===== src/design/assert_macros.svh =====
// assertion macros shared by the design files
`ifndef ASSERT_MACROS_SVH
`define ASSERT_MACROS_SVH

`ifndef ASSERT_OFF
// same-cycle implication, checked at every rising edge out of reset
`define ASSERT_IMPL(lbl, clk, rst_n, ante, cons) \
  lbl: assert property (@(posedge clk) disable iff (!rst_n) (ante) |-> (cons)) \
    else $error("assertion failed: same-cycle implication");
// next-cycle implication
`define ASSERT_NEXT(lbl, clk, rst_n, ante, cons) \
  lbl: assert property (@(posedge clk) disable iff (!rst_n) (ante) |=> (cons)) \
    else $error("assertion failed: next-cycle implication");
`else
`define ASSERT_IMPL(lbl, clk, rst_n, ante, cons)
`define ASSERT_NEXT(lbl, clk, rst_n, ante, cons)
`endif

`endif


===== src/design/avsc_pkg.sv =====
package avsc_pkg;

  // field widths
  localparam int POS_W   = 62;
  localparam int NPOS_W  = 63;
  localparam int EPOCH_W = 64;
  localparam int FC_W    = 32;
  localparam int PTS_W   = 62;
  localparam int HASH_W  = 64;
  localparam int DRIFT_W = 64;
  localparam int THR_W   = 32;
  localparam int RATE_W  = 20;

  // numerator of the advance: frame_count * 1e6 + remainder fits in 52 bits
  localparam int NUM_W = 52;
  localparam int CNT_W = $clog2(NUM_W + 1);

  localparam logic [RATE_W-1:0] US_PER_S = 20'd1000000;

  // request types
  localparam logic [1:0] REQ_RESET   = 2'd0;
  localparam logic [1:0] REQ_ADVANCE = 2'd1;
  localparam logic [1:0] REQ_ENTRY   = 2'd2;
  localparam logic [1:0] REQ_SELECT  = 2'd3;

  // result kinds
  localparam logic [2:0] KIND_CLOCK    = 3'd0;
  localparam logic [2:0] KIND_PRESENT  = 3'd1;
  localparam logic [2:0] KIND_HOLD     = 3'd2;
  localparam logic [2:0] KIND_DROP     = 3'd3;
  localparam logic [2:0] KIND_STALE    = 3'd4;
  localparam logic [2:0] KIND_OVERFLOW = 3'd5;

  // register indexes
  localparam logic [1:0] CFG_TOLERANCE = 2'd0;
  localparam logic [1:0] CFG_DROP      = 2'd1;
  localparam logic [1:0] CFG_RATE      = 2'd2;

  // register reset values
  localparam logic [THR_W-1:0]  TOLERANCE_RST = 32'd15000;
  localparam logic [THR_W-1:0]  DROP_RST      = 32'd50000;
  localparam logic [RATE_W-1:0] RATE_RST      = 20'd48000;

  // divider request and response
  typedef struct packed {
    logic              start;
    logic [NUM_W-1:0]  num;
    logic [RATE_W-1:0] den;
  } div_req_t;

  typedef struct packed {
    logic              busy;
    logic              done;
    logic [NUM_W-1:0]  quot;
    logic [RATE_W-1:0] rem;
  } div_rsp_t;

endpackage


===== src/design/avsc_div.sv =====
`include "assert_macros.svh"

// restoring divider, one quotient bit per cycle
module avsc_div (
  input  logic               clk,
  input  logic               rst_n,
  input  avsc_pkg::div_req_t req,
  output avsc_pkg::div_rsp_t rsp
);
  import avsc_pkg::*;

  logic [NUM_W-1:0]  quot_r, quot_nxt;
  logic [RATE_W-1:0] rem_r, rem_nxt;
  logic [RATE_W-1:0] den_r, den_nxt;
  logic [CNT_W-1:0]  cnt_r, cnt_nxt;
  logic              busy_r, busy_nxt;
  logic              done_r, done_nxt;
  logic [RATE_W:0]   trial;
  logic [RATE_W:0]   diff;
  logic              ge;

  // one trial subtraction
  assign trial = {rem_r, quot_r[NUM_W-1]};
  assign diff  = trial - {1'b0, den_r};
  assign ge    = (trial >= {1'b0, den_r});

  // sequencer
  always_comb begin
    quot_nxt = quot_r;
    rem_nxt  = rem_r;
    den_nxt  = den_r;
    cnt_nxt  = cnt_r;
    busy_nxt = busy_r;
    done_nxt = 1'b0;
    if (req.start && !busy_r) begin
      quot_nxt = req.num;
      rem_nxt  = '0;
      den_nxt  = req.den;
      cnt_nxt  = CNT_W'(NUM_W);
      busy_nxt = 1'b1;
    end else if (busy_r) begin
      quot_nxt = {quot_r[NUM_W-2:0], ge};
      rem_nxt  = ge ? diff[RATE_W-1:0] : trial[RATE_W-1:0];
      cnt_nxt  = cnt_r - CNT_W'(1);
      if (cnt_r == CNT_W'(1)) begin
        busy_nxt = 1'b0;
        done_nxt = 1'b1;
      end
    end
  end

  always_ff @(posedge clk) begin
    if (!rst_n) begin
      busy_r <= 1'b0;
      done_r <= 1'b0;
      cnt_r  <= '0;
    end else begin
      busy_r <= busy_nxt;
      done_r <= done_nxt;
      cnt_r  <= cnt_nxt;
    end
    quot_r <= quot_nxt;
    rem_r  <= rem_nxt;
    den_r  <= den_nxt;
  end

  assign rsp.busy = busy_r;
  assign rsp.done = done_r;
  assign rsp.quot = quot_r;
  assign rsp.rem  = rem_r;

  // checks
  `ASSERT_IMPL(a_start_idle, clk, rst_n, req.start, !busy_r)
  `ASSERT_NEXT(a_start_busy, clk, rst_n, req.start, busy_r)
  `ASSERT_IMPL(a_rem_below_den, clk, rst_n, done_r, rem_r < den_r)

endmodule


===== src/design/av_sync_clock_frame_select_top.sv =====
// Audio-driven playback clock with video frame selection.
// Input words arrive on in_tvalid/in_tready; in_tuser carries the request
// type and in_tlast marks the last queue entry of a scan. Results leave on
// out_tvalid/out_tready, at most one word per input word. Registers are
// written on cfg_valid/cfg_ready (always ready); the user must write them
// only while the block is idle, which the block itself does not enforce.
// Clock reset, queue entry and select words are handled in the cycle they
// are accepted; their result is registered and visible in the next cycle.
// An advance word (nonzero rate) does the 32x20 multiply by one million in
// the accept cycle, loads the divider, runs the bit-serial restoring divider
// by the sample rate, sees it finish and updates the position; in_tready
// then follows out_tready. The divider is the only arithmetic loop.
// A new word is taken only when the result register is empty or its word
// leaves in the same cycle, so a stalled receiver holds in_tready low, even
// for queue entries that report nothing; a finished advance waits at its end.
// Reset clears the clock, the epoch, the remainder, any scan in progress
// and restores the register defaults; no clearing pass is needed.
`include "assert_macros.svh"

module av_sync_clock_frame_select_top (
  input  logic         clk,
  input  logic         rst_n,
  // new_position[62:0], epoch[126:63], frame_count[158:127],
  // entry_pts[220:159], entry_hash[284:221], zero pad[287:285]
  input  logic [287:0] in_tdata,
  // req_type[1:0]
  input  logic [1:0]   in_tuser,
  input  logic         in_tlast,
  input  logic         in_tvalid,
  output logic         in_tready,
  // drift[63:0], frame_pts[125:64], frame_hash[189:126],
  // position[251:190], current_epoch[315:252], zero pad[319:316]
  output logic [319:0] out_tdata,
  // result_kind[2:0], frame_valid[3]
  output logic [3:0]   out_tuser,
  output logic         out_tvalid,
  input  logic         out_tready,
  input  logic         cfg_valid,
  output logic         cfg_ready,
  input  logic [1:0]   cfg_index,
  input  logic [31:0]  cfg_data
);
  import avsc_pkg::*;

  localparam logic [1:0] ST_IDLE = 2'd0;
  localparam logic [1:0] ST_MUL  = 2'd1;
  localparam logic [1:0] ST_DIV  = 2'd2;
  localparam logic [1:0] ST_OUT  = 2'd3;

  // input fields
  logic [1:0]                in_req;
  logic [NPOS_W-1:0]         in_new_pos;
  logic [EPOCH_W-1:0]        in_epoch;
  logic [FC_W-1:0]           in_fc;
  logic signed [PTS_W-1:0]   in_pts;
  logic [HASH_W-1:0]         in_hash;

  assign in_req     = in_tuser;
  assign in_new_pos = in_tdata[62:0];
  assign in_epoch   = in_tdata[126:63];
  assign in_fc      = in_tdata[158:127];
  assign in_pts     = in_tdata[220:159];
  assign in_hash    = in_tdata[284:221];

  // state
  logic [1:0]              state_r, state_nxt;
  logic [POS_W-1:0]        pos_r, pos_nxt;
  logic [EPOCH_W-1:0]      epoch_r, epoch_nxt;
  logic [RATE_W-1:0]       rem_r, rem_nxt;
  logic                    best_valid_r, best_valid_nxt;
  logic signed [PTS_W-1:0] best_pts_r, best_pts_nxt;
  logic [HASH_W-1:0]       best_hash_r, best_hash_nxt;
  logic                    stale_r, stale_nxt;
  logic [THR_W-1:0]        tol_r, thr_r;
  logic [RATE_W-1:0]       sr_r;
  logic [NUM_W-1:0]        prod_r, prod_nxt;

  // result register
  logic                      out_tvalid_r, out_tvalid_nxt;
  logic [2:0]                kind_r, kind_nxt;
  logic                      fvalid_r, fvalid_nxt;
  logic signed [DRIFT_W-1:0] drift_r, drift_nxt;
  logic [PTS_W-1:0]          fpts_r, fpts_nxt;
  logic [HASH_W-1:0]         fhash_r, fhash_nxt;
  logic [POS_W-1:0]          opos_r, opos_nxt;
  logic [EPOCH_W-1:0]        oepoch_r, oepoch_nxt;

  logic in_fire;
  logic slot_free;
  logic close_now;

  // scan candidate after this entry
  logic                      epoch_match;
  logic                      take;
  logic                      cand_valid;
  logic signed [PTS_W-1:0]   cand_pts;
  logic [HASH_W-1:0]         cand_hash;
  logic                      cand_stale;
  logic signed [DRIFT_W-1:0] cand_drift;
  logic                      is_drop;
  logic                      is_present;
  logic [2:0]                close_kind;

  // advance completion
  logic [POS_W:0] pos_sum;

  div_req_t div_req;
  div_rsp_t div_rsp;

  avsc_div u_div (
    .clk   (clk),
    .rst_n (rst_n),
    .req   (div_req),
    .rsp   (div_rsp)
  );

  assign slot_free = !out_tvalid_r || out_tready;
  assign in_tready = (state_r == ST_IDLE) && slot_free;
  assign in_fire   = in_tvalid && in_tready;
  assign close_now = (in_req == REQ_SELECT) || ((in_req == REQ_ENTRY) && in_tlast);
  assign cfg_ready = 1'b1;

  // entry selection rule
  assign epoch_match = (in_epoch == epoch_r);
  assign take = !best_valid_r ||
                (($signed({in_pts[PTS_W-1], in_pts}) <= $signed({1'b0, pos_r})) &&
                 (in_pts > best_pts_r));

  always_comb begin
    cand_valid = best_valid_r;
    cand_pts   = best_pts_r;
    cand_hash  = best_hash_r;
    cand_stale = stale_r;
    if (in_req == REQ_ENTRY) begin
      if (!epoch_match) begin
        cand_stale = 1'b1;
      end else if (take) begin
        cand_valid = 1'b1;
        cand_pts   = in_pts;
        cand_hash  = in_hash;
      end
    end
  end

  // drift and verdict at scan close
  assign cand_drift = $signed({2'b00, pos_r}) - $signed({{2{cand_pts[PTS_W-1]}}, cand_pts});
  assign is_drop    = cand_drift > $signed({32'd0, thr_r});
  assign is_present = cand_drift <= $signed({32'd0, tol_r});

  always_comb begin
    if (!cand_valid) begin
      close_kind = cand_stale ? KIND_STALE : KIND_HOLD;
    end else if (is_drop) begin
      close_kind = KIND_DROP;
    end else if (is_present) begin
      close_kind = KIND_PRESENT;
    end else begin
      close_kind = KIND_HOLD;
    end
  end

  assign pos_sum = {1'b0, pos_r} + {{(POS_W + 1 - NUM_W){1'b0}}, div_rsp.quot};

  // divider hookup
  assign div_req.start = (state_r == ST_MUL);
  assign div_req.num   = prod_r + {{(NUM_W - RATE_W){1'b0}}, rem_r};
  assign div_req.den   = sr_r;

  // main sequencer
  always_comb begin
    state_nxt      = state_r;
    pos_nxt        = pos_r;
    epoch_nxt      = epoch_r;
    rem_nxt        = rem_r;
    best_valid_nxt = best_valid_r;
    best_pts_nxt   = best_pts_r;
    best_hash_nxt  = best_hash_r;
    stale_nxt      = stale_r;
    prod_nxt       = prod_r;
    out_tvalid_nxt = out_tready ? 1'b0 : out_tvalid_r;
    kind_nxt       = kind_r;
    fvalid_nxt     = fvalid_r;
    drift_nxt      = drift_r;
    fpts_nxt       = fpts_r;
    fhash_nxt      = fhash_r;
    opos_nxt       = opos_r;
    oepoch_nxt     = oepoch_r;
    case (state_r)
      ST_IDLE: begin
        if (in_fire) begin
          case (in_req)
            REQ_RESET: begin
              pos_nxt        = in_new_pos[NPOS_W-1] ? '0 : in_new_pos[POS_W-1:0];
              epoch_nxt      = in_epoch;
              rem_nxt        = '0;
              best_valid_nxt = 1'b0;
              stale_nxt      = 1'b0;
              out_tvalid_nxt = 1'b1;
              kind_nxt       = KIND_CLOCK;
              fvalid_nxt     = 1'b0;
              drift_nxt      = '0;
              fpts_nxt       = '0;
              fhash_nxt      = '0;
              opos_nxt       = in_new_pos[NPOS_W-1] ? '0 : in_new_pos[POS_W-1:0];
              oepoch_nxt     = in_epoch;
            end
            REQ_ADVANCE: begin
              if (sr_r == '0) begin
                out_tvalid_nxt = 1'b1;
                kind_nxt       = KIND_OVERFLOW;
                fvalid_nxt     = 1'b0;
                drift_nxt      = '0;
                fpts_nxt       = '0;
                fhash_nxt      = '0;
                opos_nxt       = pos_r;
                oepoch_nxt     = epoch_r;
              end else begin
                prod_nxt  = NUM_W'(in_fc) * NUM_W'(US_PER_S);
                state_nxt = ST_MUL;
              end
            end
            default: begin
              if (close_now) begin
                best_valid_nxt = 1'b0;
                stale_nxt      = 1'b0;
                out_tvalid_nxt = 1'b1;
                kind_nxt       = close_kind;
                fvalid_nxt     = cand_valid;
                drift_nxt      = cand_valid ? cand_drift : '0;
                fpts_nxt       = cand_valid ? cand_pts : '0;
                fhash_nxt      = cand_valid ? cand_hash : '0;
                opos_nxt       = pos_r;
                oepoch_nxt     = epoch_r;
              end else begin
                best_valid_nxt = cand_valid;
                best_pts_nxt   = cand_pts;
                best_hash_nxt  = cand_hash;
                stale_nxt      = cand_stale;
              end
            end
          endcase
        end
      end
      ST_MUL: begin
        state_nxt = ST_DIV;
      end
      ST_DIV: begin
        if (div_rsp.done) begin
          state_nxt = ST_OUT;
        end
      end
      ST_OUT: begin
        if (slot_free) begin
          rem_nxt        = div_rsp.rem;
          out_tvalid_nxt = 1'b1;
          fvalid_nxt     = 1'b0;
          drift_nxt      = '0;
          fpts_nxt       = '0;
          fhash_nxt      = '0;
          oepoch_nxt     = epoch_r;
          if (pos_sum[POS_W]) begin
            kind_nxt = KIND_OVERFLOW;
            opos_nxt = pos_r;
          end else begin
            kind_nxt = KIND_CLOCK;
            pos_nxt  = pos_sum[POS_W-1:0];
            opos_nxt = pos_sum[POS_W-1:0];
          end
          state_nxt = ST_IDLE;
        end
      end
      default: begin
        state_nxt = ST_IDLE;
      end
    endcase
  end

  // registers
  always_ff @(posedge clk) begin
    if (!rst_n) begin
      state_r      <= ST_IDLE;
      pos_r        <= '0;
      epoch_r      <= '0;
      rem_r        <= '0;
      best_valid_r <= 1'b0;
      stale_r      <= 1'b0;
      out_tvalid_r <= 1'b0;
      tol_r        <= TOLERANCE_RST;
      thr_r        <= DROP_RST;
      sr_r         <= RATE_RST;
    end else begin
      state_r      <= state_nxt;
      pos_r        <= pos_nxt;
      epoch_r      <= epoch_nxt;
      rem_r        <= rem_nxt;
      best_valid_r <= best_valid_nxt;
      stale_r      <= stale_nxt;
      out_tvalid_r <= out_tvalid_nxt;
      if (cfg_valid) begin
        case (cfg_index)
          CFG_TOLERANCE: tol_r <= cfg_data;
          CFG_DROP:      thr_r <= cfg_data;
          CFG_RATE:      sr_r  <= cfg_data[RATE_W-1:0];
          default: begin
          end
        endcase
      end
    end
    best_pts_r  <= best_pts_nxt;
    best_hash_r <= best_hash_nxt;
    prod_r      <= prod_nxt;
    kind_r      <= kind_nxt;
    fvalid_r    <= fvalid_nxt;
    drift_r     <= drift_nxt;
    fpts_r      <= fpts_nxt;
    fhash_r     <= fhash_nxt;
    opos_r      <= opos_nxt;
    oepoch_r    <= oepoch_nxt;
  end

  // result word
  assign out_tvalid = out_tvalid_r;
  assign out_tdata  = {4'd0, oepoch_r, opos_r, fhash_r, fpts_r, drift_r};
  assign out_tuser  = {fvalid_r, kind_r};

  // checks
  `ASSERT_IMPL(a_ready_idle, clk, rst_n, in_tready, state_r == ST_IDLE)
  `ASSERT_NEXT(a_close_clears, clk, rst_n, in_fire && close_now, !best_valid_r && !stale_r)
  `ASSERT_IMPL(a_div_in_div, clk, rst_n, div_rsp.busy, state_r == ST_DIV)

endmodule

===== config.mk =====
export PLATFORM = sky130hd
export DESIGN_NAME = av_sync_clock_frame_select_top
export DESIGN_NICKNAME = d
export VERILOG_FILES = /design/src/design/avsc_pkg.sv /design/src/design/avsc_div.sv /design/src/design/av_sync_clock_frame_select_top.sv
export VERILOG_INCLUDE_DIRS = /design/src /design/src/design
export SDC_FILE = /design/constraint.sdc
export NUM_CORES = 2
export LEC_CHECK = 0
export ABC_AREA = 1
export BUFFER_PORTS_ARGS = -buffer_cell sky130_fd_sc_hd__buf_4
export CAP_MARGIN = 20
export CORE_MARGIN = 2
export CORE_UTILIZATION = 48
export DETAILED_ROUTE_END_ITERATION = 10
export PLACE_DENSITY = 0.78
export SYNTH_ARGS = -nofsm -noshare
export SYNTH_HDL_FRONTEND = slang
export SYNTH_HIERARCHICAL = 1
export SYNTH_SLANG_ARGS = --single-unit

===== constraint.sdc =====
create_clock -name clk -period 15.45 [get_ports clk]
set_input_delay 0 -clock clk [delete_from_list [all_inputs] [get_ports clk]]
set_output_delay 0 -clock clk [all_outputs]
set_load 0.005 [all_outputs]

* After elaboration in Yosys (flattened, before gate mapping)
Index checks and enable logic that the tools add are counted.
** Storage, ports and cells
- Output and inout port bits :: 327
- Input port bits :: 330
- Register bits :: 827
- Bits in writable memories :: 0
- Memories kept :: 0
- Latch bits :: 0
- ROM bits :: 0
- Word-level logic and storage cells :: 186
** Cells by class
- Order comparisons :: 5
- Eq/ne operators :: 18
- Multiply operators :: 1
- Reduce and logical (&&, ||, !) cells :: 30
- Divide/modulo/power cells :: 0
- Bitwise logic cells :: 6
- Muxes and demuxes :: 94
- Shifts and indexed selects :: 0
- Add/subtract/negate cells :: 5
** Operators by type and width (count)
- 62-bit two-way mux :: 16
- 64-bit two-way mux :: 15
- 64-bit case mux with 2 select lines :: 6
- 62-bit case mux with 2 select lines :: 5
- 52-bit two-way mux :: 2
- 20-bit two-way mux :: 4
- 64-bit == test :: 1
- 64-bit by 33-bit greater-than comparator with 1-bit output :: 1
- 64-bit by 33-bit <= comparator with 1-bit output :: 1
- 63-bit by 62-bit subtractor with 64-bit output :: 1
- 62-bit by 52-bit adder with 63-bit output :: 1
- 62-bit by 63-bit <= comparator with 1-bit output :: 1
- 62-bit greater-than comparator :: 1
- 52-bit by 20-bit adder with 52-bit output :: 1
- 32-bit by 14-bit multiplier with 46-bit output (second input constant) :: 1
- 20-bit case mux with 2 select lines :: 1
- 21-bit by 20-bit greater-or-equal comparator with 1-bit output :: 1
- 3-bit two-way mux :: 7
- 20-bit zero test :: 1
- 1-bit two-way mux :: 20
- 20-bit subtractor :: 1
- 2-bit two-way mux :: 7
- 6-bit two-way mux :: 2
- 1-bit case mux with 2 select lines :: 6
- other kinds (22) :: 56

* Longest topological paths before layout
- Depth in word-level cells :: 15
- Gate-level depth with buffers :: 52
- Mapped depth without buffers :: 50

* Cells and area by module
The synthesis kept the hierarchy.
** By module, submodules not included
- av_sync_clock_frame_select_top :: times used 1, seq. area each 19478.7 um^2, area an instance 50402.1 um^2, cells an instance 6057
- avsc_div :: times used 1, seq. area each 2722.6 um^2, area an instance 5709.2 um^2, cells an instance 719

* Worst setup path before layout
OpenSTA, ideal clock, no wires.
- Kind :: register to register
- Start :: register state_r[0]
- End :: register drift_r[0], enable pin
- Setup slack :: 7.316 ns
- Stages on the path, launching flop included :: 9
- Required time :: 14.779 ns
- Library setup time :: 0.671 ns
- Data arrival time :: 7.463 ns
- Path through :: dfxtp_1 inv_1 ha_1 inv_1 nor2_1 nand2_1 a22oi_1 nand3_1 inv_1
** Between the ends
- Word-level cells in the longest chain between the ends :: 5
- Elaborated cells on any way between the ends :: 10
- Classes of those cells :: eq/ne: 5; reduce/logical: 5
** Ends and longest elaborated chain
- from (decl) :: line av_sync_clock_frame_select_top.sv:66 : logic [1:0] state_r, state_nxt;
- from (signal assigned) :: line av_sync_clock_frame_select_top.sv:292 : state_r <= state_nxt;
- 2-bit zero test :: line av_sync_clock_frame_select_top.sv:118 : assign in_tready = (state_r == ST_IDLE) && slot_free;
- 1-bit logical AND :: line av_sync_clock_frame_select_top.sv:118
- named net in_tready :: line av_sync_clock_frame_select_top.sv:30 : output logic in_tready,
- 1-bit logical AND :: line av_sync_clock_frame_select_top.sv:119 : assign in_fire = in_tvalid && in_tready;
- 2-bit inequality test (no source line)
- 5-bit AND reduction (no source line)
- to (signal assigned) :: line av_sync_clock_frame_select_top.sv:314 : drift_r <= drift_nxt;
- to (decl) :: line av_sync_clock_frame_select_top.sv:82 : logic signed [DRIFT_W-1:0] drift_r, drift_nxt;
The timed path passes the listed nets, and every way through them passes these cells.
A chain may end at the register's enable or synchronous reset.

* Worst setup path in the final report
- Start :: register pos_r[14]
- End :: register kind_r[0] (data pin)
** Between the ends
- Word-level cells in the longest chain between the ends :: 15
- Elaborated cells on any way between the ends :: 22
- Classes of those cells :: add/sub: 2; order compare: 3; mux: 15; reduce/logical: 2
** Ends and longest elaborated chain
- from (decl) :: line av_sync_clock_frame_select_top.sv:67 : logic [POS_W-1:0] pos_r, pos_nxt;
- from (signal assigned) :: line av_sync_clock_frame_select_top.sv:293 : pos_r <= pos_nxt;
- 62-bit by 63-bit <= comparator with 1-bit output :: line av_sync_clock_frame_select_top.sv:126 : (($signed({in_pts[PTS_W-1], in_pts}) <= $signed({1'b0, pos_r})) &&
- 1-bit logical AND :: line av_sync_clock_frame_select_top.sv:126
- 1-bit logical OR :: line av_sync_clock_frame_select_top.sv:125 : assign take = !best_valid_r ||
- 62-bit two-way mux :: line av_sync_clock_frame_select_top.sv:137 : end else if (take) begin
- 62-bit two-way mux :: line av_sync_clock_frame_select_top.sv:135 : if (!epoch_match) begin
- 62-bit two-way mux :: line av_sync_clock_frame_select_top.sv:134 : if (in_req == REQ_ENTRY) begin
- 63-bit by 62-bit subtractor with 64-bit output (*) :: line av_sync_clock_frame_select_top.sv:146 : assign cand_drift = $signed({2'b00, pos_r}) - $signed({{2{cand_pts[PTS_W-1]}}, cand_pts});
- named net cand_drift[27] :: line av_sync_clock_frame_select_top.sv:99 : logic signed [DRIFT_W-1:0] cand_drift;
- 64-bit by 33-bit <= comparator with 1-bit output :: line av_sync_clock_frame_select_top.sv:148 : assign is_present = cand_drift <= $signed({32'd0, tol_r});
- 2-bit two-way mux :: line av_sync_clock_frame_select_top.sv:155 : end else if (is_present) begin
- 2-bit two-way mux (*) :: line av_sync_clock_frame_select_top.sv:153 : end else if (is_drop) begin
- 3-bit two-way mux (*) :: line av_sync_clock_frame_select_top.sv:151 : if (!cand_valid) begin
- 3-bit two-way mux (*) :: line av_sync_clock_frame_select_top.sv:223 : if (close_now) begin
- 3-bit case mux with 2 select lines (*) :: line av_sync_clock_frame_select_top.sv:191 : case (in_req)
- 3-bit two-way mux (*) :: line av_sync_clock_frame_select_top.sv:190 : if (in_fire) begin
- 3-bit case mux with 2 select lines (*) :: line av_sync_clock_frame_select_top.sv:188 : case (state_r)
- named net kind_nxt[0] :: line av_sync_clock_frame_select_top.sv:80 : logic [2:0] kind_r, kind_nxt;
- to (signal assigned) :: line av_sync_clock_frame_select_top.sv:312 : kind_r <= kind_nxt;
- to (decl) :: line av_sync_clock_frame_select_top.sv:80
Mark *: on every way through the listed nets, which the timed path passes. The rest lies on a longest branch. The select of a mux whose other input is x is not followed.

==> reports/metrics.yaml <==
outcome: "complete, no violations"
num_io_pins: 657
critPathMostFrequentCell: "nand2_1"
cpPeakStageDelay_ns: 0.60
gp_congestion: 0.993
reg2reg_depth: 41
final_nets: 8674
fin_crit_sh: 0.528
holdWs_ns: 0.0970
syn_area_per_cell_sq_um: 8.28
cts_num_sinks: 827
io_buffer_count: 648
areaGrowthSynthToFinish_pct: 22.8
critPathKind: "reg -> reg"
start_util: 0.483
cts_tree: "built"
via_count: 51560
synth-warning-count: 6
htreeDepth: 3
post_drt_wl_per_cell_um: 21.2
period_minus_slack_ns: 8.15
die_h_um: 346
skew_ns: 0.0376
r2r-start: "pos_r[14]"
worstPathArrival_ns: 8.59
die-area_sq_mm: 0.120
grt_pass1_vias: 50539
layout-drive-gt1-share: 0.128
endpoint: "kind_r[0]"
p_per_area_mw_per_mm2: 165
grt-ovfl-total: 0
reg2reg_slack_ns: 7.30
startpoint_type: "register"
setup_tns_ns: 0
slew_viol_final: 0
cts_root_buffer: "clkbuf_16"
post_cts_buffers: 0
vias_per_cell: 5.53
grt_start_max_net_pins: 126
hold_viol_final: 0
critPathTopFamily: "simple AND/OR/NAND/NOR gates"
grt_setup_unrepaired: "no"
first_pass_iters: 6
finalWirelength_um: 197000
grt_pass1_wl_um: 298000
cts_buffers: 87
coreArea_sq_mm: 0.116
maxCapViolCount: 0
hp-class: "in -> reg"
setup_viol: 0
drc: 0
ant_nets: 0
endpoint_kind: "register"
fmax_ghz: 0.123
crit_slowest_cell: "dfxtp_1"
path_depth: 41
r2r-end: "kind_r[0]"
antenna_found_initial: 30
p_leak_nw: 32.0
track_usage: 0.322
ir_worst_vdd_mv: 0.142
place.detailed.hpwl_um: 150000
crit_path_start: "pos_r[14]"
worst-slew-pin-transition_ns: 1.16
syn_inst: 6775
required_ns: 15.88
max-slew-margin-rel: 0.228
die_w_um: 346
clk_pin_slew_ns: 0.07
first_iter_violations: 5239
synth_area_sq_mm: 0.0561
cts_buffer_depth: 3
crit_fanout: 125
rows: 125
clk_latency_ns: 0.69
crit_buf_inv: 2
-- metal layers --
| layer | GRT usage | up-vias | share of wire |
|---|---|---|---|
| met5 | 0 | - | 0.00058 |
| met4 | 0.152 | 18 | 0.051 |
| met3 | 0.0652 | 505 | 0.088 |
| met2 | 0.514 | 2368 | 0.45 |
| met1 | 0.420 | 24288 | 0.41 |
| li1 | - | 24381 | - |
-- worst min path at each step --
| stage | depth (start not counted) | from | end |
|---|---|---|---|
| 3_5_place_dp | 3 | cfg_data[7] | sr_r[7] |
| 4_1_cts | 4 | in_tdata[134] | prod_r[14] |
| 5_1_grt | 5 | in_tdata[62] | pos_r[15] |
| 2_1_floorplan | 0 | in_tdata[127] | prod_r[6] |
| 6_report | 4 | in_tdata[134] | prod_r[14] |
| 3_3_place_gp | 3 | cfg_data[11] | sr_r[11] |
-- timing repair --
item,4_1_cts,5_1_grt
hold buffers,357,0
hold endpoints to repair,553,0
gates resized for setup,0,0
-- tightest hold or removal path, delay by kind of cell --
family / cells / cell delay, ns
xor+xnor: 1 / 0.08
fa+ha+maj: 2 / 0.36
buf+inv: 1 / 0.17
-- where the power goes --
| part | switching, mW | internal [mW] | total [mW] | leakage, nW |
|---|---|---|---|---|
| sequential | 0.401 | 3.23 | 3.64 | 7.50 |
| combinational | 3.46 | 2.07 | 5.53 | 23.1 |
| clock | 0.935 | 1.25 | 2.19 | 1.42 |
| total | 4.79 | 6.56 | 11.4 | 32.0 |
-- flip-flops by register name, summed over array words and instances, names as in the netlist, 3 cells and up --
signal and cells:
fhash_r 64, tol_r 32, prod_r 46, oepoch_r 64, thr_r 32, pos_r 62
u_div/rem_r 20, best_hash_r 64, u_div/quot_r 52, fpts_r 62, rem_r 20, best_pts_r 62
u_div/den_r 20, sr_r 20, epoch_r 64, drift_r 64, kind_r 3, opos_r 62
u_div/cnt_r 6
-- per-stage QoR --
step / area, sq um / total power [mW] / setup WS, ns / utilization / instances
2_1_floorplan: 56100 / 7.23 / 7.32 / - / 6778
3_3_place_gp: 62300 / 8.84 / 7.56 / 0.537 / 8785
3_5_place_dp: 62300 / 8.97 / 7.44 / 0.537 / 8786
4_1_cts: 68900 / 11.3 / 7.39 / 0.593 / 9306
5_1_grt: 68900 / 12.1 / 6.69 / 0.594 / 9320
6_report: 68900 / 11.4 / 7.30 / 0.594 / 9330
-- cells in the final DEF (no fill, tap or decap), drive strengths merged, types with 61 or more instances in the layout --
master / count
a21oi: 477
a31oi: 96
buf: 684
clkbuf: 114
dfxtp: 263
dlygate4sd3: 357
edfxtp: 564
fa: 139
ha: 497
inv: 1072
nand2: 1284
nand3: 227
nor2: 728
nor3: 61
o21ai: 614
xor2: 180
-- area by class of cell --
class	count	area, sq um
clock inverter	49	543
multi-input combinational	4684	29100
fill	9770	47100
antenna	24	60.1
clock buffer	114	2390
inverter	1067	4010
timing repair buffer	1041	8710
sequential	827	22200
tap	1524	1910
Power figures use the tool's default switching activity.
